`config.mk`:
```
export PLATFORM = sky130hd
export DESIGN_NAME = hex_color_string_parser_unit_flat
export DESIGN_NICKNAME = d
export VERILOG_FILES = /design/src/hcsp_pkg.sv /design/src/hcsp_if.sv /design/src/hex_color_string_parser_unit.sv /design/src/hcsp_step.sv /design/src/flat_wrapper.sv
export SDC_FILE = /design/constraint.sdc
export NUM_CORES = 1
export LEC_CHECK = 0
export ABC_CLOCK_PERIOD_IN_PS = 4100
export BUFFER_PORTS_ARGS = -buffer_cell sky130_fd_sc_hd__buf_2
export CORE_MARGIN = 5
export CORE_UTILIZATION = 60
export CTS_BUF_LIST = sky130_fd_sc_hd__clkbuf_4
export CTS_CLUSTER_DIAMETER = 50
export CTS_CLUSTER_SIZE = 28
export DETAILED_ROUTE_END_ITERATION = 8
export MAX_ROUTING_LAYER = met4
export PLACE_DENSITY = 0.88
export SKIP_LAST_GASP = 1
export SYNTH_ARGS = -nofsm -noshare
export SYNTH_HDL_FRONTEND = slang
export SYNTH_HIERARCHICAL = 1
export SYNTH_SLANG_ARGS = --single-unit
```
`constraint.sdc`:
```
create_clock -name clk_i -period 4.1 [get_ports clk_i]
set_input_delay 0.41 -clock clk_i [delete_from_list [all_inputs] [get_ports clk_i]]
set_output_delay 0.41 -clock clk_i [all_outputs]
set_load 0.1 [all_outputs]
```
`src/hcsp_pkg.sv`:
```
// Shared types, character codes and form codes for the hex colour string parser.
// No dependencies; hcsp_step, the top level and the bench use scoped names.
package hcsp_pkg;

  localparam int unsigned CountW   = 6;
  localparam int unsigned SigW     = 5;
  localparam int unsigned NibW     = 32;
  localparam int unsigned NibDigits = NibW / 4;
  localparam int unsigned ScanW    = 32;
  localparam int unsigned ScanMaxDigits = 16;

  localparam logic [CountW-1:0] CountMax = {CountW{1'b1}};
  localparam logic [SigW-1:0]   SigFull  = SigW'(ScanMaxDigits);

  // String form codes
  localparam logic [1:0] FORM_NONE = 2'd0;
  localparam logic [1:0] FORM_HASH = 2'd1;
  localparam logic [1:0] FORM_OX   = 2'd2;
  localparam logic [1:0] FORM_BARE = 2'd3;

  localparam logic [7:0] CH_NUL  = 8'h00;
  localparam logic [7:0] CH_HASH = 8'h23;
  localparam logic [7:0] CH_ZERO = 8'h30;
  localparam logic [7:0] CH_X_LC = 8'h78;
  localparam logic [7:0] CH_X_UC = 8'h58;

  localparam logic [7:0] ALPHA_OPAQUE = 8'hff;

  typedef struct packed {
    logic [1:0]        form;
    logic [CountW-1:0] cnt;
    logic              first_zero;
    logic [NibW-1:0]   nib;
    logic [ScanW-1:0]  acc;      // low word of the hex scan
    logic [SigW-1:0]   sig;      // significant nibbles in the full 64-bit scan
    logic              ovf;
    logic              stopped;
    logic              bad;
  } state_t;

  typedef struct packed {
    logic       valid_res;
    logic [7:0] red;
    logic [7:0] green;
    logic [7:0] blue;
    logic [7:0] alpha;
  } res_t;

  localparam state_t StateReset = '0;

  // Nibble value of an ASCII hex digit; ok low when not a hex digit.
  function automatic logic [4:0] hex_nib(input logic [7:0] c);
    logic [4:0] r;
    r = '0;
    if (c >= 8'h30 && c <= 8'h39)      r = {1'b1, 4'(c - 8'h30)};
    else if (c >= 8'h61 && c <= 8'h66) r = {1'b1, 4'(c - 8'h57)};
    else if (c >= 8'h41 && c <= 8'h46) r = {1'b1, 4'(c - 8'h37)};
    return r;
  endfunction

endpackage

```
`src/hcsp_if.sv`:
```
// Handshake channels of the hex colour parser: character requests and results.
// Depends on nothing; payloads are plain vectors.
interface hcsp_req_if;
  logic       valid;
  logic       ready;
  logic [7:0] ch;
  logic       last;
  modport source (output valid, output ch, output last, input ready);
  modport sink   (input valid, input ch, input last, output ready);
endinterface

interface hcsp_res_if;
  logic       valid;
  logic       ready;
  logic       valid_res;
  logic [7:0] red;
  logic [7:0] green;
  logic [7:0] blue;
  logic [7:0] alpha;
  modport source (output valid, output valid_res, output red, output green,
                  output blue, output alpha, input ready);
  modport sink   (input valid, input valid_res, input red, input green,
                  input blue, input alpha, output ready);
endinterface

```
`src/hex_color_string_parser_unit.sv`:
```
// Top level of the hex colour string parser: parse state, result register.
// Depends on hcsp_pkg, hcsp_if (channel interfaces) and hcsp_step.

// Takes one character request per cycle on req_i (ch, last) while it is
// ready and, after the request marked last, delivers one result on res_o:
// valid_res and the red, green, blue and alpha bytes, all zero when the
// string is not a colour. Accepted forms: '#' with 3, 4, 6 or 8 hex digits
// (RGBA, short forms double each nibble, alpha 255 when absent), six bare
// hex digits (RGB), and "0x"/"0X" or eight bare characters scanned as ARGB
// up to the first non-hex character, saturating to all ones past sixteen
// significant digits. A NUL on the last request ends the string without
// being part of it. The result appears in the cycle after the last character
// is accepted, in a single output register. req_i.ready drops only while
// that register holds a result that res_o.ready does not take.
module hex_color_string_parser_unit (
  input  logic            clk_i,
  input  logic            rst_ni,
  hcsp_req_if.sink        req_i,
  hcsp_res_if.source      res_o
);

  hcsp_pkg::state_t st_q, st_d;
  hcsp_pkg::state_t st_nxt;
  hcsp_pkg::res_t   res_q, res_c;
  logic             out_valid_q, out_valid_d;
  logic             req_acc;

  // Output register frees up in the same cycle it is taken
  assign req_i.ready = !out_valid_q || res_o.ready;
  assign req_acc     = req_i.valid && req_i.ready;

  hcsp_step u_step (
    .cur_i  (st_q),
    .ch_i   (req_i.ch),
    .last_i (req_i.last),
    .nxt_o  (st_nxt),
    .res_o  (res_c)
  );

  always_comb begin
    st_d        = st_q;
    out_valid_d = out_valid_q && !res_o.ready;
    if (req_acc) begin
      // state returns to reset after every string
      st_d = req_i.last ? hcsp_pkg::StateReset : st_nxt;
      if (req_i.last) out_valid_d = 1'b1;
    end
  end

  always_ff @(posedge clk_i or negedge rst_ni) begin
    if (!rst_ni) begin
      st_q        <= hcsp_pkg::StateReset;
      out_valid_q <= 1'b0;
    end else begin
      st_q        <= st_d;
      out_valid_q <= out_valid_d;
    end
  end

  // payload, no reset
  always_ff @(posedge clk_i) begin
    if (req_acc && req_i.last) res_q <= res_c;
  end

  assign res_o.valid     = out_valid_q;
  assign res_o.valid_res = res_q.valid_res;
  assign res_o.red       = res_q.red;
  assign res_o.green     = res_q.green;
  assign res_o.blue      = res_q.blue;
  assign res_o.alpha     = res_q.alpha;

endmodule

```
`src/hcsp_step.sv`:
```
// Per-character next-state and end-of-string result logic.
// Depends on hcsp_pkg (state_t, res_t, codes, hex_nib).
module hcsp_step (
  input  hcsp_pkg::state_t cur_i,
  input  logic [7:0]       ch_i,
  input  logic             last_i,
  output hcsp_pkg::state_t nxt_o,
  output hcsp_pkg::res_t   res_o
);

  logic [4:0]                 dec;
  logic                       is_hex;
  logic [3:0]                 d;
  logic [hcsp_pkg::CountW-1:0] k;
  logic                       take_dig;
  logic                       taken;
  hcsp_pkg::state_t           s;
  hcsp_pkg::state_t           f;
  logic [hcsp_pkg::ScanW-1:0] scan;
  logic [hcsp_pkg::CountW-1:0] dl;
  logic [hcsp_pkg::NibW-1:0]  n;

  assign dec    = hcsp_pkg::hex_nib(ch_i);
  assign is_hex = dec[4];
  assign d      = dec[3:0];
  assign taken  = !(last_i && ch_i == hcsp_pkg::CH_NUL);

  always_comb begin
    s        = cur_i;
    take_dig = 1'b0;
    k        = cur_i.cnt;
    if (cur_i.cnt == '0) begin
      s.first_zero = (ch_i == hcsp_pkg::CH_ZERO);
      if (ch_i == hcsp_pkg::CH_HASH) begin
        s.form = hcsp_pkg::FORM_HASH;
      end else begin
        s.form   = hcsp_pkg::FORM_BARE;
        take_dig = 1'b1;
      end
    end else if (cur_i.cnt == hcsp_pkg::CountW'(1) && cur_i.form == hcsp_pkg::FORM_BARE &&
                 cur_i.first_zero &&
                 (ch_i == hcsp_pkg::CH_X_LC || ch_i == hcsp_pkg::CH_X_UC)) begin
      s.form    = hcsp_pkg::FORM_OX;
      s.acc     = '0;
      s.sig     = '0;
      s.ovf     = 1'b0;
      s.stopped = 1'b0;
    end else begin
      take_dig = 1'b1;
      if (cur_i.form == hcsp_pkg::FORM_HASH) k = cur_i.cnt - hcsp_pkg::CountW'(1);
    end

    if (take_dig) begin
      if (!is_hex) s.bad = 1'b1;
      else if (k < hcsp_pkg::CountW'(hcsp_pkg::NibDigits))
        s.nib = {cur_i.nib[hcsp_pkg::NibW-5:0], d};
      if (!cur_i.stopped) begin
        if (!is_hex) begin
          s.stopped = 1'b1;
        end else begin
          // a seventeenth significant nibble passes 2^64-1
          if (cur_i.sig == hcsp_pkg::SigFull) s.ovf = 1'b1;
          s.acc = {cur_i.acc[hcsp_pkg::ScanW-5:0], d};
          if (cur_i.sig == '0)                     s.sig = {{(hcsp_pkg::SigW-1){1'b0}}, d != 4'd0};
          else if (cur_i.sig != hcsp_pkg::SigFull) s.sig = cur_i.sig + hcsp_pkg::SigW'(1);
        end
      end
    end
    if (cur_i.cnt != hcsp_pkg::CountMax) s.cnt = cur_i.cnt + hcsp_pkg::CountW'(1);
  end

  assign nxt_o = s;

  // Result from the state as it stands after this character
  always_comb begin
    f     = taken ? s : cur_i;
    scan  = f.ovf ? '1 : f.acc;
    dl    = f.cnt - hcsp_pkg::CountW'(1);
    n     = f.nib;
    res_o = '0;
    if (f.cnt != '0) begin
      case (f.form)
        hcsp_pkg::FORM_HASH: begin
          if (!f.bad) begin
            case (dl)
              6'd3: res_o = '{1'b1, {2{n[11:8]}}, {2{n[7:4]}}, {2{n[3:0]}},
                              hcsp_pkg::ALPHA_OPAQUE};
              6'd4: res_o = '{1'b1, {2{n[15:12]}}, {2{n[11:8]}}, {2{n[7:4]}},
                              {2{n[3:0]}}};
              6'd6: res_o = '{1'b1, n[23:16], n[15:8], n[7:0], hcsp_pkg::ALPHA_OPAQUE};
              6'd8: res_o = '{1'b1, n[31:24], n[23:16], n[15:8], n[7:0]};
              default: res_o = '0;
            endcase
          end
        end
        hcsp_pkg::FORM_OX: res_o = '{1'b1, scan[23:16], scan[15:8], scan[7:0], scan[31:24]};
        hcsp_pkg::FORM_BARE: begin
          if (f.cnt == 6'd6 && !f.bad)
            res_o = '{1'b1, n[23:16], n[15:8], n[7:0], hcsp_pkg::ALPHA_OPAQUE};
          else if (f.cnt == 6'd8)
            res_o = '{1'b1, scan[23:16], scan[15:8], scan[7:0], scan[31:24]};
        end
        default: res_o = '0;
      endcase
    end
  end

endmodule

```
`src/flat_wrapper.sv`:
```
// flat-port wrapper written by rule: the top's interface ports become plain ports
module hex_color_string_parser_unit_flat 
  (clk_i, rst_ni, req_i_valid, req_i_ch, req_i_last, req_i_ready, res_o_valid, res_o_valid_res, res_o_red, res_o_green, res_o_blue, res_o_alpha, res_o_ready);
  hcsp_req_if req_i_i ();
  hcsp_res_if res_o_i ();
  input  logic clk_i;
  input  logic rst_ni;
  input wire logic [$bits(req_i_i.valid)-1:0] req_i_valid;
  input wire logic [$bits(req_i_i.ch)-1:0] req_i_ch;
  input wire logic [$bits(req_i_i.last)-1:0] req_i_last;
  output wire logic [$bits(req_i_i.ready)-1:0] req_i_ready;
  output wire logic [$bits(res_o_i.valid)-1:0] res_o_valid;
  output wire logic [$bits(res_o_i.valid_res)-1:0] res_o_valid_res;
  output wire logic [$bits(res_o_i.red)-1:0] res_o_red;
  output wire logic [$bits(res_o_i.green)-1:0] res_o_green;
  output wire logic [$bits(res_o_i.blue)-1:0] res_o_blue;
  output wire logic [$bits(res_o_i.alpha)-1:0] res_o_alpha;
  input wire logic [$bits(res_o_i.ready)-1:0] res_o_ready;
  assign req_i_i.valid = req_i_valid;
  assign req_i_i.ch = req_i_ch;
  assign req_i_i.last = req_i_last;
  assign req_i_ready = req_i_i.ready;
  assign res_o_valid = res_o_i.valid;
  assign res_o_valid_res = res_o_i.valid_res;
  assign res_o_red = res_o_i.red;
  assign res_o_green = res_o_i.green;
  assign res_o_blue = res_o_i.blue;
  assign res_o_alpha = res_o_i.alpha;
  assign res_o_i.ready = res_o_ready;
  hex_color_string_parser_unit u_core (.clk_i(clk_i), .rst_ni(rst_ni), .req_i(req_i_i), .res_o(res_o_i));
endmodule
```
==> metrics.txt, run 1 <==
# TYPE chip_impl_metric gauge
chip_impl_metric{name="worst_slew_pin_slew",unit="ns"} 1.04
chip_impl_info{name="synth.most_common_cell",value="sky130_fd_sc_hd__mux2_2"} 1
chip_impl_metric{name="detailed_place.area",unit="sq um"} 8080
chip_impl_metric{name="vias_per_cell",unit=""} 6.50
chip_impl_metric{name="global_route.overflow_total",unit=""} 0
chip_impl_metric{name="maxCapViolations",unit=""} 0
chip_impl_metric{name="top_achievable_clock_speed",unit="GHz"} 0.269
chip_impl_metric{name="grt_pass1_vias",unit=""} 6191
chip_impl_metric{name="fp.dieH",unit="um"} 124
chip_impl_metric{name="report.final.slew_viol_count",unit=""} 0
chip_impl_metric{name="drt-wirelength-per-cell",unit="um"} 19.2
chip_impl_metric{name="timing.critical_path.required",unit="ns"} 4.39
chip_impl_metric{name="yosys_warnings",unit=""} 6
chip_impl_metric{name="max-slew-margin-rel",unit=""} 0.307
chip_impl_metric{name="layout.filler_cells",unit=""} 1037
chip_impl_metric{name="seq_area_frac_synth",unit=""} 0.388
chip_impl_metric{name="floorplan.io_pins",unit=""} 48
chip_impl_info{name="timing.critical_path.to_type",value="flop"} 1
chip_impl_info{name="cts_tree",value="done"} 1
chip_impl_metric{name="pin_count_of_the_biggest_net_entering_global_routing",unit=""} 68
chip_impl_metric{name="portBuffers",unit=""} 47
chip_impl_metric{name="design.final.nets",unit=""} 851
chip_impl_metric{name="clock_buffers_created_by_tritoncts",unit=""} 17
chip_impl_metric{name="synthDistinctLibCells",unit=""} 76
chip_impl_info{name="synth.cells.most_frequent",value="94 x sky130_fd_sc_hd__mux2_2, 82 x sky130_fd_sc_hd__dfrtp_1, 77 x sky130_fd_sc_hd__nor2b_1, 74 x sky130_fd_sc_hd__nand2_1, 48 x sky130_fd_sc_hd__o22ai_1"} 1
chip_impl_metric{name="first_iter_violations",unit=""} 924
chip_impl_metric{name="drc",unit=""} 0
chip_impl_metric{name="vdd_ir_drop_max",unit="uV"} 169
chip_impl_metric{name="dpl.hpwl",unit="mm"} 13.1
chip_impl_metric{name="netlist_instances",unit=""} 809
chip_impl_metric{name="routabilityCongestion",unit=""} 0.988
chip_impl_metric{name="drive_gt1_frac",unit=""} 0.257
chip_impl_info{name="hp-class",value="primary input to flop"} 1
chip_impl_info{name="start_kind",value="flop"} 1
chip_impl_metric{name="post_synth_instance_area",unit="sq um"} 7840
chip_impl_info{name="crit_chain",value="ha_1 -> nand3_2 -> nor2_1 -> nor4_1 -> o21ai_0 -> nand2b_1 -> buf_4 -> clkinv_1 -> a221oi_1 -> o22ai_1"} 1
chip_impl_metric{name="cts_buffer_depth",unit=""} 2
chip_impl_metric{name="skew",unit="ns"} 0.0253
chip_impl_metric{name="std_cell_rows",unit=""} 41
chip_impl_metric{name="hold_violations",unit=""} 0
chip_impl_info{name="outcome",value="completed"} 1
chip_impl_metric{name="number_of_synthesized_flops_with_an_enable_pin",unit=""} 33
chip_impl_metric{name="total_via_count_in_the_routed_design",unit=""} 6604
chip_impl_metric{name="critical_path_arrival",unit="ns"} 4.01
chip_impl_metric{name="ant_nets",unit=""} 0
chip_impl_metric{name="postSynth.asyncResetShare",unit=""} 0.713
chip_impl_metric{name="total_nets_after_synthesis",unit=""} 831
chip_impl_metric{name="antenna_found_initial",unit=""} 1
chip_impl_metric{name="post_cts_resize_count",unit=""} 0
chip_impl_info{name="setup_repair_after_global_routing_missed_its_margin",value="no"} 1
chip_impl_metric{name="cellPowerDensity",unit="nW/um^2"} 336
chip_impl_metric{name="clock_tree.htree_level_count",unit=""} 4
chip_impl_info{name="ys_top_cells_by_area",value="sky130_fd_sc_hd__dfrtp_1 26%, sky130_fd_sc_hd__mux2_2 14%, sky130_fd_sc_hd__edfxtp_1 13%"} 1
chip_impl_metric{name="drt_first_pass_iters",unit=""} 5
chip_impl_metric{name="post-synth-top-area-fraction",unit=""} 0.262
chip_impl_metric{name="insertion_delay",unit="ns"} 0.55
chip_impl_metric{name="final.setup.tns",unit="ns"} 0
chip_impl_metric{name="leakage",unit="nW"} 3.70
chip_impl_metric{name="area_added_between_synthesis_and_finish",unit="%"} 6.75
chip_impl_metric{name="ff_latch_area",unit="sq um"} 3040
chip_impl_metric{name="fin_area",unit="sq um"} 8370
chip_impl_metric{name="wire_length_of_the_first_global_routing_pass",unit="mm"} 31.6
chip_impl_metric{name="critPathMaxFanout",unit=""} 18
chip_impl_metric{name="syn-mean-instance-area",unit="sq um"} 9.69
chip_impl_info{name="setup.worst_path.class",value="flop to flop"} 1
chip_impl_metric{name="initial_core_util",unit=""} 0.616
chip_impl_metric{name="floorplan.core_area",unit="sq um"} 12700
chip_impl_metric{name="final_min_period_over_clock_period",unit=""} 0.908
chip_impl_info{name="cp_slowest_cell",value="sky130_fd_sc_hd__dfrtp_1"} 1
chip_impl_metric{name="layout_min_cycle_time",unit="ns"} 3.72
chip_impl_metric{name="multi_input_comb_area",unit="sq um"} 4340
chip_impl_metric{name="routed_wirelength",unit="mm"} 19.5
chip_impl_metric{name="cts.sink_count",unit=""} 115
chip_impl_info{name="synth_top_cell_by_area",value="sky130_fd_sc_hd__dfrtp_1"} 1
chip_impl_info{name="synth-main-ff-cell",value="sky130_fd_sc_hd__dfrtp_1"} 1
chip_impl_metric{name="report.final.setup_viol",unit=""} 0
chip_impl_metric{name="flop_and_latch_count_out_of_synthesis",unit=""} 115
chip_impl_metric{name="critical-path-max-stage-delay",unit="ns"} 0.66
chip_impl_info{name="ctsRootBufferMaster",value="sky130_fd_sc_hd__clkbuf_4"} 1
chip_impl_metric{name="worst_setup_hold_path_clk_slew",unit="ns"} 0.11
chip_impl_metric{name="floorplan.die.width",unit="um"} 124
chip_impl_metric{name="grt_util_all_layers",unit=""} 0.256
chip_impl_metric{name="die_area",unit="sq um"} 15400
[worst max-delay path: cells and delay by family, from the launching register on]
kind | cells | cell delay, ns
AO/OA/AOI/OAI | 3 | 1.00
adder cells (fa/ha/maj) | 1 | 0.32
AND/OR/NAND/NOR | 4 | 0.83
flip-flops | 1 | 0.66
buffers and inverters | 2 | 0.67
[kinds of logic (layout without fill, tap and decap cells)]
kind of cell	after synthesis	after routing	share of synthesized area
compound gates	184	184	0.162
xor+xnor	3	3	0.00335
fa+ha+maj	9	9	0.0144
buf+inv	94	127	0.0604
flops	115	115	0.388
mux	119	119	0.172
other cells	0	2	0
simple gates	285	285	0.199
[cells in the final DEF, fill, tap and decap left out, drive strengths merged, types with 4 or more instances in the layout]
cell	instances
o22ai	48
a22oi	6
edfxtp	33
buf	62
ha	9
and2b	7
mux2i	17
nand2	75
nand4	10
inv	32
o21a	23
nor2b	77
o21ai	18
nand3	35
a21oi	38
nor2	36
nor3b	4
nor3	5
a221oi	19
dfrtp	82
o221a	4
nand2b	11
mux2	102
or2	4
clkinv	8
clkbuf	21
and4	4
[area by class of cell]
class	instances	area share
multi-input cells	600	0.519
flip-flops and latches	115	0.364
repair buffers	63	0.0446
well taps	172	0.0257
clock buffers	21	0.0188
inverters	32	0.0144
clock inverters	11	0.0136
diodes	2	0.000598
[per-layer routing]
metal  GRT usage  part of all wire  vias to the layer above  wire length (um)
li1            -                 -                     3006                 -
met3      0.0472             0.088                       59              1720
met2       0.396              0.47                      366              9200
met1       0.336              0.41                     3173              8100
met4      0.0954             0.027                        0               534
met5           -                 0                        -                 0
[what timing repair did]
item / in CTS / in global routing
hold buffers: 1 / 0
buffers inserted: 0 / 0
endpoints found under the hold margin: 49 / 0
[power breakdown]
group	internal [W]	switching (W)
Sequential	0.00121	0.0000532
Clock	0.000383	0.000438
Combinational	0.000221	0.000502
[path summary, 6_finish.rpt]
kind / start / to / slack [ns] / depth (start not counted)
worst max-delay path: u_core/st_q[73] / u_core/res_o.green[3] / 0.38 / 10
worst min-delay path: res_o_ready / u_core/res_o.valid / 0.16 / 3
worst max register to register: u_core/st_q[73] / u_core/res_o.green[3] / 0.38 / 10
worst min register to register: u_core/st_q[39] / u_core/st_q[39] / 0.52 / 1
max in group asynchronous: rst_ni / u_core/st_q[53] / 2.73 / 3
min in group asynchronous: rst_ni / u_core/st_q[32] / 0.44 / 2
[state kept, by name, indices dropped and copies added (netlist names)]
name and flops:
u_core/res_o.valid_res 1, u_core/res_o.blue 8, u_core/st_q 81, u_core/res_o.valid 1
u_core/res_o.alpha 8, u_core/res_o.green 8, u_core/res_o.red 8
[metrics by stage]
step / power [W] / hold WS [ns] / util / cells / setup slack, ns
3_5_place_dp: 0.00199 / 0.494 / 0.635 / 981 / 0.366
3_3_place_gp: 0.00198 / 0.485 / 0.635 / 981 / 0.548
2_1_floorplan: 0.00183 / 0.114 / - / 809 / 0.874
5_1_grt: 0.00292 / 0.164 / 0.658 / 1016 / 0.0743
4_1_cts: 0.00281 / 0.138 / 0.657 / 1014 / 0.444
6_report: 0.00281 / 0.165 / 0.658 / 1016 / 0.378
No activity file was read; power rests on OpenSTA's default activity.
==> run 2: changes to the inputs <==
- ABC_AREA: unset -> 1
- PLACE_DENSITY: 0.88 -> 0.87
==> run 2 against run 1 <==
  * Global-route usage increased by 2.9 points
  * Clock power about the same
  * Cell count grew 56%
  * Largest cell class unchanged
  * Largest power group unchanged
==> metrics.txt, run 2 <==
# TYPE chip_impl_metric gauge
chip_impl_info{name="outcome",value="completed"} 1
chip_impl_metric{name="wire_length_of_the_first_global_routing_pass",unit="mm"} 40.2
chip_impl_info{name="synth_top_cell_by_area",value="sky130_fd_sc_hd__dfrtp_1"} 1
chip_impl_metric{name="cts_hold_buffers",unit=""} 1
chip_impl_metric{name="vias_per_cell",unit=""} 5.63
chip_impl_metric{name="number_of_diodes_added_for_antenna_fixing",unit=""} 0
chip_impl_metric{name="routabilityCongestion",unit=""} 0.947
chip_impl_info{name="timing.critical_path.to_type",value="flop"} 1
chip_impl_metric{name="vdd_ir_drop_max",unit="uV"} 162
chip_impl_info{name="cts_tree",value="done"} 1
chip_impl_metric{name="yosys_warnings",unit=""} 6
chip_impl_metric{name="critical-path-max-stage-delay",unit="ns"} 0.98
chip_impl_info{name="mostFrequentLayoutCell",value="sky130_fd_sc_hd__nand2_1"} 1
chip_impl_metric{name="area_added_between_synthesis_and_finish",unit="%"} 3.61
chip_impl_info{name="critical_path.most_common_cell",value="sky130_fd_sc_hd__nand2_1"} 1
chip_impl_info{name="setup_repair_after_global_routing_missed_its_margin",value="no"} 1
chip_impl_metric{name="cellPowerDensity",unit="nW/um^2"} 292
chip_impl_metric{name="leakage",unit="nW"} 4.83
chip_impl_metric{name="antenna_found_initial",unit=""} 0
chip_impl_info{name="layout.cells.most_common_list",value="536 x sky130_fd_sc_hd__nand2_1, 169 x sky130_fd_sc_hd__nand3_1, 166 x sky130_fd_sc_hd__inv_1"} 1
chip_impl_metric{name="clock_buffers_created_by_tritoncts",unit=""} 17
chip_impl_metric{name="layout_min_cycle_time",unit="ns"} 3.51
chip_impl_metric{name="insertion_delay",unit="ns"} 0.57
chip_impl_info{name="top_register",value="u_core/st_q"} 1
chip_impl_metric{name="max-slew-margin-rel",unit=""} 0.225
chip_impl_metric{name="hold_violations",unit=""} 0
chip_impl_info{name="crit_end",value="u_core/res_o.alpha[0]"} 1
chip_impl_metric{name="total_power",unit="W"} 0.00271
chip_impl_info{name="regToRegStartpoint",value="u_core/st_q[74]"} 1
chip_impl_metric{name="die_area",unit="sq um"} 17500
chip_impl_metric{name="cts_buffer_depth",unit=""} 2
chip_impl_metric{name="pin_count_of_the_biggest_net_entering_global_routing",unit=""} 83
chip_impl_metric{name="number_of_synthesized_flops_with_an_enable_pin",unit=""} 33
chip_impl_metric{name="drt-wirelength-per-cell",unit="um"} 15.2
chip_impl_metric{name="floorplan.core_area",unit="sq um"} 14600
chip_impl_metric{name="drc",unit=""} 0
chip_impl_metric{name="floorplan.die.width",unit="um"} 132
chip_impl_metric{name="final_util",unit=""} 0.637
chip_impl_metric{name="drt_first_pass_iters",unit=""} 5
chip_impl_metric{name="floorplan.io_pins",unit=""} 48
chip_impl_info{name="synth.most_common_cell",value="sky130_fd_sc_hd__nand2_1"} 1
chip_impl_metric{name="fin_hold_ws",unit="ns"} 0.315
chip_impl_info{name="start_kind",value="primary input"} 1
chip_impl_metric{name="worst_setup_hold_path_clk_slew",unit="ns"} 0.12
chip_impl_metric{name="reg2reg_depth",unit=""} 13
chip_impl_metric{name="std_cell_rows",unit=""} 44
chip_impl_metric{name="cts.repair_timing.setup_buffer_count",unit=""} 0
chip_impl_info{name="setup.worst_path.class",value="primary input to flop"} 1
chip_impl_info{name="cp_slowest_cell",value="sky130_fd_sc_hd__o21ai_1"} 1
chip_impl_info{name="ctsRootBufferMaster",value="sky130_fd_sc_hd__clkbuf_4"} 1
chip_impl_metric{name="worst_slew_pin_slew",unit="ns"} 1.16
chip_impl_info{name="synth.cells.most_frequent",value="536 x sky130_fd_sc_hd__nand2_1, 169 x sky130_fd_sc_hd__nand3_1, 166 x sky130_fd_sc_hd__inv_1, 110 x sky130_fd_sc_hd__nor2_1, 82 x sky130_fd_sc_hd__dfrtp_1"} 1
chip_impl_metric{name="cts.sink_count",unit=""} 115
chip_impl_metric{name="post-synth-top-area-fraction",unit=""} 0.229
chip_impl_metric{name="critPathMaxFanout",unit=""} 36
chip_impl_metric{name="maxCapViolations",unit=""} 0
chip_impl_metric{name="timing.critical_path.required",unit="ns"} 4.50
chip_impl_metric{name="dpl.hpwl",unit="mm"} 15.9
chip_impl_metric{name="critical_path_arrival",unit="ns"} 3.91
chip_impl_info{name="hp-class",value="primary input to flop"} 1
chip_impl_metric{name="synthDistinctLibCells",unit=""} 48
chip_impl_metric{name="post_synth_instance_area",unit="sq um"} 8970
chip_impl_metric{name="portBuffers",unit=""} 47
chip_impl_metric{name="detailed_place.area",unit="sq um"} 9020
chip_impl_metric{name="post_cts_resize_count",unit=""} 0
chip_impl_metric{name="final.setup.tns",unit="ns"} 0
chip_impl_metric{name="fp.dieH",unit="um"} 132
chip_impl_metric{name="global_route.overflow_total",unit=""} 0
chip_impl_metric{name="initial_core_util",unit=""} 0.615
chip_impl_metric{name="syn-mean-instance-area",unit="sq um"} 6.47
chip_impl_metric{name="clock_tree.htree_level_count",unit=""} 4
chip_impl_metric{name="grt_pass1_vias",unit=""} 8025
chip_impl_info{name="crit_chain",value="buf_2 -> inv_1 -> ha_1 -> o21ai_0 -> nand2_1 -> nand2_2 -> nand2_4 -> nand2_1 -> o21ai_1 -> inv_1 -> nand3_1 -> nand2_1 -> nand2_1 -> a21boi_0 -> a21oi_1"} 1
chip_impl_metric{name="largest_register_ffs",unit=""} 81
chip_impl_metric{name="postSynth.asyncResetShare",unit=""} 0.713
chip_impl_metric{name="routed_wirelength",unit="mm"} 24.2
chip_impl_metric{name="drive_gt1_frac",unit=""} 0.132
chip_impl_info{name="setup.worst_path.start",value="req_i_ch[1]"} 1
chip_impl_metric{name="layout.filler_cells",unit=""} 1309
chip_impl_metric{name="total_via_count_in_the_routed_design",unit=""} 8954
chip_impl_metric{name="first_iter_violations",unit=""} 1205
chip_impl_metric{name="grt_util_all_layers",unit=""} 0.285
chip_impl_metric{name="skew",unit="ns"} 0.0313
chip_impl_metric{name="netlist_instances",unit=""} 1387
chip_impl_info{name="ys_top_cells_by_area",value="sky130_fd_sc_hd__dfrtp_1 23%, sky130_fd_sc_hd__nand2_1 22%, sky130_fd_sc_hd__edfxtp_1 11%"} 1
chip_impl_info{name="synth-main-ff-cell",value="sky130_fd_sc_hd__dfrtp_1"} 1
chip_impl_metric{name="rrSetupSlack",unit="ns"} 0.60
chip_impl_metric{name="final_min_period_over_clock_period",unit=""} 0.855
chip_impl_metric{name="seq_area_frac_synth",unit=""} 0.339
chip_impl_metric{name="report.final.slew_viol_count",unit=""} 0
chip_impl_metric{name="report.final.setup_viol",unit=""} 0
chip_impl_metric{name="total_nets_after_synthesis",unit=""} 1409
chip_impl_metric{name="top_achievable_clock_speed",unit="GHz"} 0.285
chip_impl_info{name="r2r_end",value="u_core/res_o.alpha[0]"} 1
chip_impl_metric{name="fin_area",unit="sq um"} 9290
chip_impl_metric{name="ant_nets",unit=""} 0
chip_impl_metric{name="flop_and_latch_count_out_of_synthesis",unit=""} 115
chip_impl_metric{name="design.final.nets",unit=""} 1414
[run 2: cell families after synthesis]
| kind of cell | synth area share |
|---|---|
| buffers and inverters | 0.140 |
| AOI/OAI and AO/OA | 0.0650 |
| and+or+nand+nor | 0.442 |
| xor gates and xnor gates | 0.00195 |
| adders and majority gates | 0.0126 |
| DFF | 0.339 |
[run 2: layout make-up]
cell class / instances / area, sq um / area share
clock buffer: 23 / 173 / 0.0186
inverter: 190 / 718 / 0.0773
sequential: 115 / 3040 / 0.327
clock inverter: 9 / 90.1 / 0.00969
timing repair buffer: 63 / 360 / 0.0388
tap: 184 / 230 / 0.0248
multi-input combinational: 1005 / 4680 / 0.504
[run 2: worst max-delay path: cells and delay by family]
family	cells	cell delay (ns)
AOI/OAI and AO/OA	4	1.31
adders and majority gates	1	0.17
buffers and inverters	3	0.70
and+or+nand+nor	7	1.30
[run 2: layer usage]
metal / track usage / wire (um)
met4: 0.0916 / 512
met1: 0.393 / 10300
met5: - / 0
met3: 0.0634 / 2570
met2: 0.418 / 10800
[run 2: how the worst min path moves through the flow]
stage	start	to	cells past startpoint
5_1_grt	req_i_last	u_core/st_q[37]	4
3_3_place_gp	u_core/st_q[0]	u_core/st_q[0]	2
4_1_cts	req_i_valid	u_core/st_q[55]	4
6_report	req_i_valid	u_core/st_q[55]	4
3_5_place_dp	u_core/st_q[10]	u_core/st_q[10]	2
2_1_floorplan	rst_ni	u_core/res_o.valid	0
[run 2: metrics by stage]
| step | cells | setup slack, ns |
|---|---|---|
| after floorplan | 1387 | 1.03 |
| after global placement | 1556 | 0.279 |
| after detailed placement | 1556 | 0.176 |
| after CTS | 1589 | 0.697 |
| after global routing | 1589 | 0.228 |
| final | 1589 | 0.593 |
[run 2: power breakdown]
part | internal [W] | total (W) | switching [W]
clock network | 0.000391 | 0.000821 | 0.000430
registers | 0.00121 | 0.00124 | 0.0000272
logic | 0.000121 | 0.000652 | 0.000532
==> run 3: changes to the inputs <==
- CORE_MARGIN: 5 -> 2
- MAX_ROUTING_LAYER: met4 -> unset
==> run 3 against run 2 <==
  * Hold slack got worse by 0.0047 ns
  * Global-route usage rose by 2.7 points
  * Worst setup slack improved by 0.10 ns
  * First-iteration DRC count rose by 29%
  * Die area fell by 8.9%
  * Non-clock buffer count fell by 1
==> metrics.txt, run 3 (synthesized netlist as in run 2, its figures left out) <==
# TYPE chip_impl_metric gauge
chip_impl_info{name="crit_end",value="u_core/res_o.alpha[5]"} 1
chip_impl_metric{name="grt_util_all_layers",unit=""} 0.312
chip_impl_metric{name="routabilityCongestion",unit=""} 0.911
chip_impl_metric{name="top_achievable_clock_speed",unit="GHz"} 0.294
chip_impl_metric{name="floorplan.core_area",unit="sq um"} 14600
chip_impl_info{name="hp-class",value="primary input to flop"} 1
chip_impl_metric{name="vdd_ir_drop_max",unit="uV"} 149
chip_impl_metric{name="cts_buffer_depth",unit=""} 2
chip_impl_metric{name="fp.dieH",unit="um"} 126
chip_impl_metric{name="cellPowerDensity",unit="nW/um^2"} 298
chip_impl_info{name="start_kind",value="flop"} 1
chip_impl_info{name="r2r_end",value="u_core/res_o.alpha[5]"} 1
chip_impl_metric{name="pin_count_of_the_biggest_net_entering_global_routing",unit=""} 85
chip_impl_info{name="cts_tree",value="done"} 1
chip_impl_info{name="layout.cells.most_common_list",value="536 x sky130_fd_sc_hd__nand2_1, 169 x sky130_fd_sc_hd__nand3_1, 166 x sky130_fd_sc_hd__inv_1"} 1
chip_impl_metric{name="portBuffers",unit=""} 47
chip_impl_metric{name="worst_setup_hold_path_clk_slew",unit="ns"} 0.10
chip_impl_metric{name="maxCapViolations",unit=""} 0
chip_impl_info{name="ctsRootBufferMaster",value="sky130_fd_sc_hd__clkbuf_4"} 1
chip_impl_metric{name="reg2reg_depth",unit=""} 13
chip_impl_metric{name="die_area",unit="sq um"} 15900
chip_impl_metric{name="insertion_delay",unit="ns"} 0.55
chip_impl_metric{name="fin_area",unit="sq um"} 9310
chip_impl_metric{name="report.final.slew_viol_count",unit=""} 0
chip_impl_info{name="top_register",value="u_core/st_q"} 1
chip_impl_metric{name="drt_first_pass_iters",unit=""} 5
chip_impl_metric{name="design.final.nets",unit=""} 1413
chip_impl_metric{name="clock_buffers_created_by_tritoncts",unit=""} 17
chip_impl_metric{name="critical_path_arrival",unit="ns"} 3.70
chip_impl_metric{name="antenna_found_initial",unit=""} 0
chip_impl_metric{name="use_met1",unit=""} 0.462
chip_impl_metric{name="grt_pass1_vias",unit=""} 8075
chip_impl_metric{name="worst_slew_pin_slew",unit="ns"} 1.06
chip_impl_info{name="outcome",value="completed"} 1
chip_impl_metric{name="dpl.hpwl",unit="mm"} 15.6
chip_impl_metric{name="detailed_place.area",unit="sq um"} 9010
chip_impl_info{name="global_route.peak_usage_layer",value="met2"} 1
chip_impl_metric{name="leakage",unit="nW"} 4.83
chip_impl_metric{name="routed_wirelength",unit="mm"} 24.2
chip_impl_metric{name="final.setup.tns",unit="ns"} 0
chip_impl_metric{name="max-slew-margin-rel",unit=""} 0.292
chip_impl_metric{name="global_route.overflow_total",unit=""} 0
chip_impl_metric{name="drt-wirelength-per-cell",unit="um"} 15.3
chip_impl_metric{name="drc",unit=""} 0
chip_impl_metric{name="largest_register_ffs",unit=""} 81
chip_impl_metric{name="drive_gt1_frac",unit=""} 0.132
chip_impl_metric{name="post_cts_resize_count",unit=""} 0
chip_impl_metric{name="cts_hold_buffers",unit=""} 1
chip_impl_info{name="regToRegStartpoint",value="u_core/st_q[74]"} 1
chip_impl_metric{name="critPathMaxFanout",unit=""} 23
chip_impl_metric{name="first_iter_violations",unit=""} 1554
chip_impl_metric{name="layout_min_cycle_time",unit="ns"} 3.41
chip_impl_info{name="setup.worst_path.start",value="u_core/st_q[74]"} 1
chip_impl_info{name="timing.critical_path.to_type",value="flop"} 1
chip_impl_metric{name="met3_usage",unit=""} 0.0714
chip_impl_metric{name="total_via_count_in_the_routed_design",unit=""} 9071
chip_impl_metric{name="skew",unit="ns"} 0.0110
chip_impl_metric{name="rrSetupSlack",unit="ns"} 0.69
chip_impl_metric{name="report.final.setup_viol",unit=""} 0
chip_impl_metric{name="clock_tree.htree_level_count",unit=""} 4
chip_impl_info{name="setup_repair_after_global_routing_missed_its_margin",value="no"} 1
chip_impl_metric{name="groute.layer.met2.usage",unit=""} 0.462
chip_impl_metric{name="floorplan.die.width",unit="um"} 126
chip_impl_metric{name="vias_per_cell",unit=""} 5.71
chip_impl_info{name="setup.worst_path.class",value="flop to flop"} 1
chip_impl_metric{name="area_added_between_synthesis_and_finish",unit="%"} 3.81
chip_impl_metric{name="timing.critical_path.required",unit="ns"} 4.39
chip_impl_metric{name="wire_length_of_the_first_global_routing_pass",unit="mm"} 40.2
chip_impl_metric{name="std_cell_rows",unit=""} 44
chip_impl_metric{name="layout.filler_cells",unit=""} 1317
chip_impl_metric{name="cts.repair_timing.setup_buffer_count",unit=""} 0
chip_impl_info{name="mostFrequentLayoutCell",value="sky130_fd_sc_hd__nand2_1"} 1
chip_impl_metric{name="hold_violations",unit=""} 0
chip_impl_metric{name="ant_nets",unit=""} 0
chip_impl_metric{name="number_of_diodes_added_for_antenna_fixing",unit=""} 0
chip_impl_metric{name="final_min_period_over_clock_period",unit=""} 0.831
chip_impl_metric{name="floorplan.io_pins",unit=""} 48
chip_impl_metric{name="initial_core_util",unit=""} 0.615
chip_impl_metric{name="cts.sink_count",unit=""} 115
==> run 3: cell count changes in the layout (fill, tap and decap cells not counted) <==
| cell | delta |
|---|---|
| sky130_fd_sc_hd__clkinv_2 | -1 |
| sky130_fd_sc_hd__clkbuf_4 | -3 |
| sky130_fd_sc_hd__inv_4 | +1 |
| sky130_fd_sc_hd__clkinv_4 | +1 |
| sky130_fd_sc_hd__clkinvlp_4 | +1 |
| sky130_fd_sc_hd__bufinv_16 | +1 |
| sky130_fd_sc_hd__buf_4 | -1 |
==> run 3: layer usage <==
metal / part of all wire / vias to the layer above
li1: - / 4338
met1: 0.43 / 4135
met2: 0.44 / 555
met3: 0.11 / 43
met4: 0.013 / 0
met5: 0 / -
==> run 3: worst min-delay path by stage <==
stage	start	to	slack (ns)	cells past startpoint
after floorplan	rst_ni	u_core/res_o.valid	0.11	0
after CTS	req_i_last	u_core/res_o.valid	0.27	3
after global placement	u_core/st_q[9]	u_core/st_q[9]	0.45	2
final	req_i_last	u_core/res_o.valid	0.31	3
after detailed placement	u_core/st_q[12]	u_core/st_q[12]	0.46	2
after global routing	req_i_last	u_core/res_o.valid	0.30	3
==> run 3: layout make-up <==
cell class	count	area, sq um	share of cell area
sequential	115	3040	0.327
multi-input combinational	1005	4680	0.503
clock inverter	12	138	0.0148
tap	184	230	0.0247
inverter	190	718	0.0771
timing repair buffer	62	353	0.0379
clock buffer	20	150	0.0161
==> run 3: per-stage QoR <==
step	total power (W)	hold slack, ns	instances	util	setup WS, ns
floorplan	0.00177	0.114	1387	-	1.03
global placement	0.00189	0.453	1555	0.618	0.745
detailed placement	0.00189	0.458	1555	0.618	0.577
CTS	0.00277	0.269	1588	0.638	0.762
global route	0.00289	0.303	1588	0.638	0.326
finish	0.00277	0.310	1588	0.638	0.694
==> run 3: power breakdown <==
part | switching, W | total, W | internal [W]
Sequential | 0.0000285 | 0.00124 | 0.00121
Clock | 0.000449 | 0.000882 | 0.000434
Combinational | 0.000532 | 0.000653 | 0.000121
Total | 0.00101 | 0.00277 | 0.00176
==> run 3: worst max-delay path, stage by stage (launching register included) <==
cell                       delay [ns]
sky130_fd_sc_hd__dfrtp_1         0.48
sky130_fd_sc_hd__inv_1           0.13
sky130_fd_sc_hd__ha_1            0.20
sky130_fd_sc_hd__nand2_1         0.06
sky130_fd_sc_hd__nor3_1          0.14
sky130_fd_sc_hd__nand4_1         0.54
sky130_fd_sc_hd__nand2_1         0.19
sky130_fd_sc_hd__o21ai_1         0.34
sky130_fd_sc_hd__inv_1           0.42
sky130_fd_sc_hd__nand3_1         0.18
sky130_fd_sc_hd__nand2_1         0.10
sky130_fd_sc_hd__nand2_1         0.05
sky130_fd_sc_hd__a21boi_0        0.20
sky130_fd_sc_hd__a21oi_1         0.10
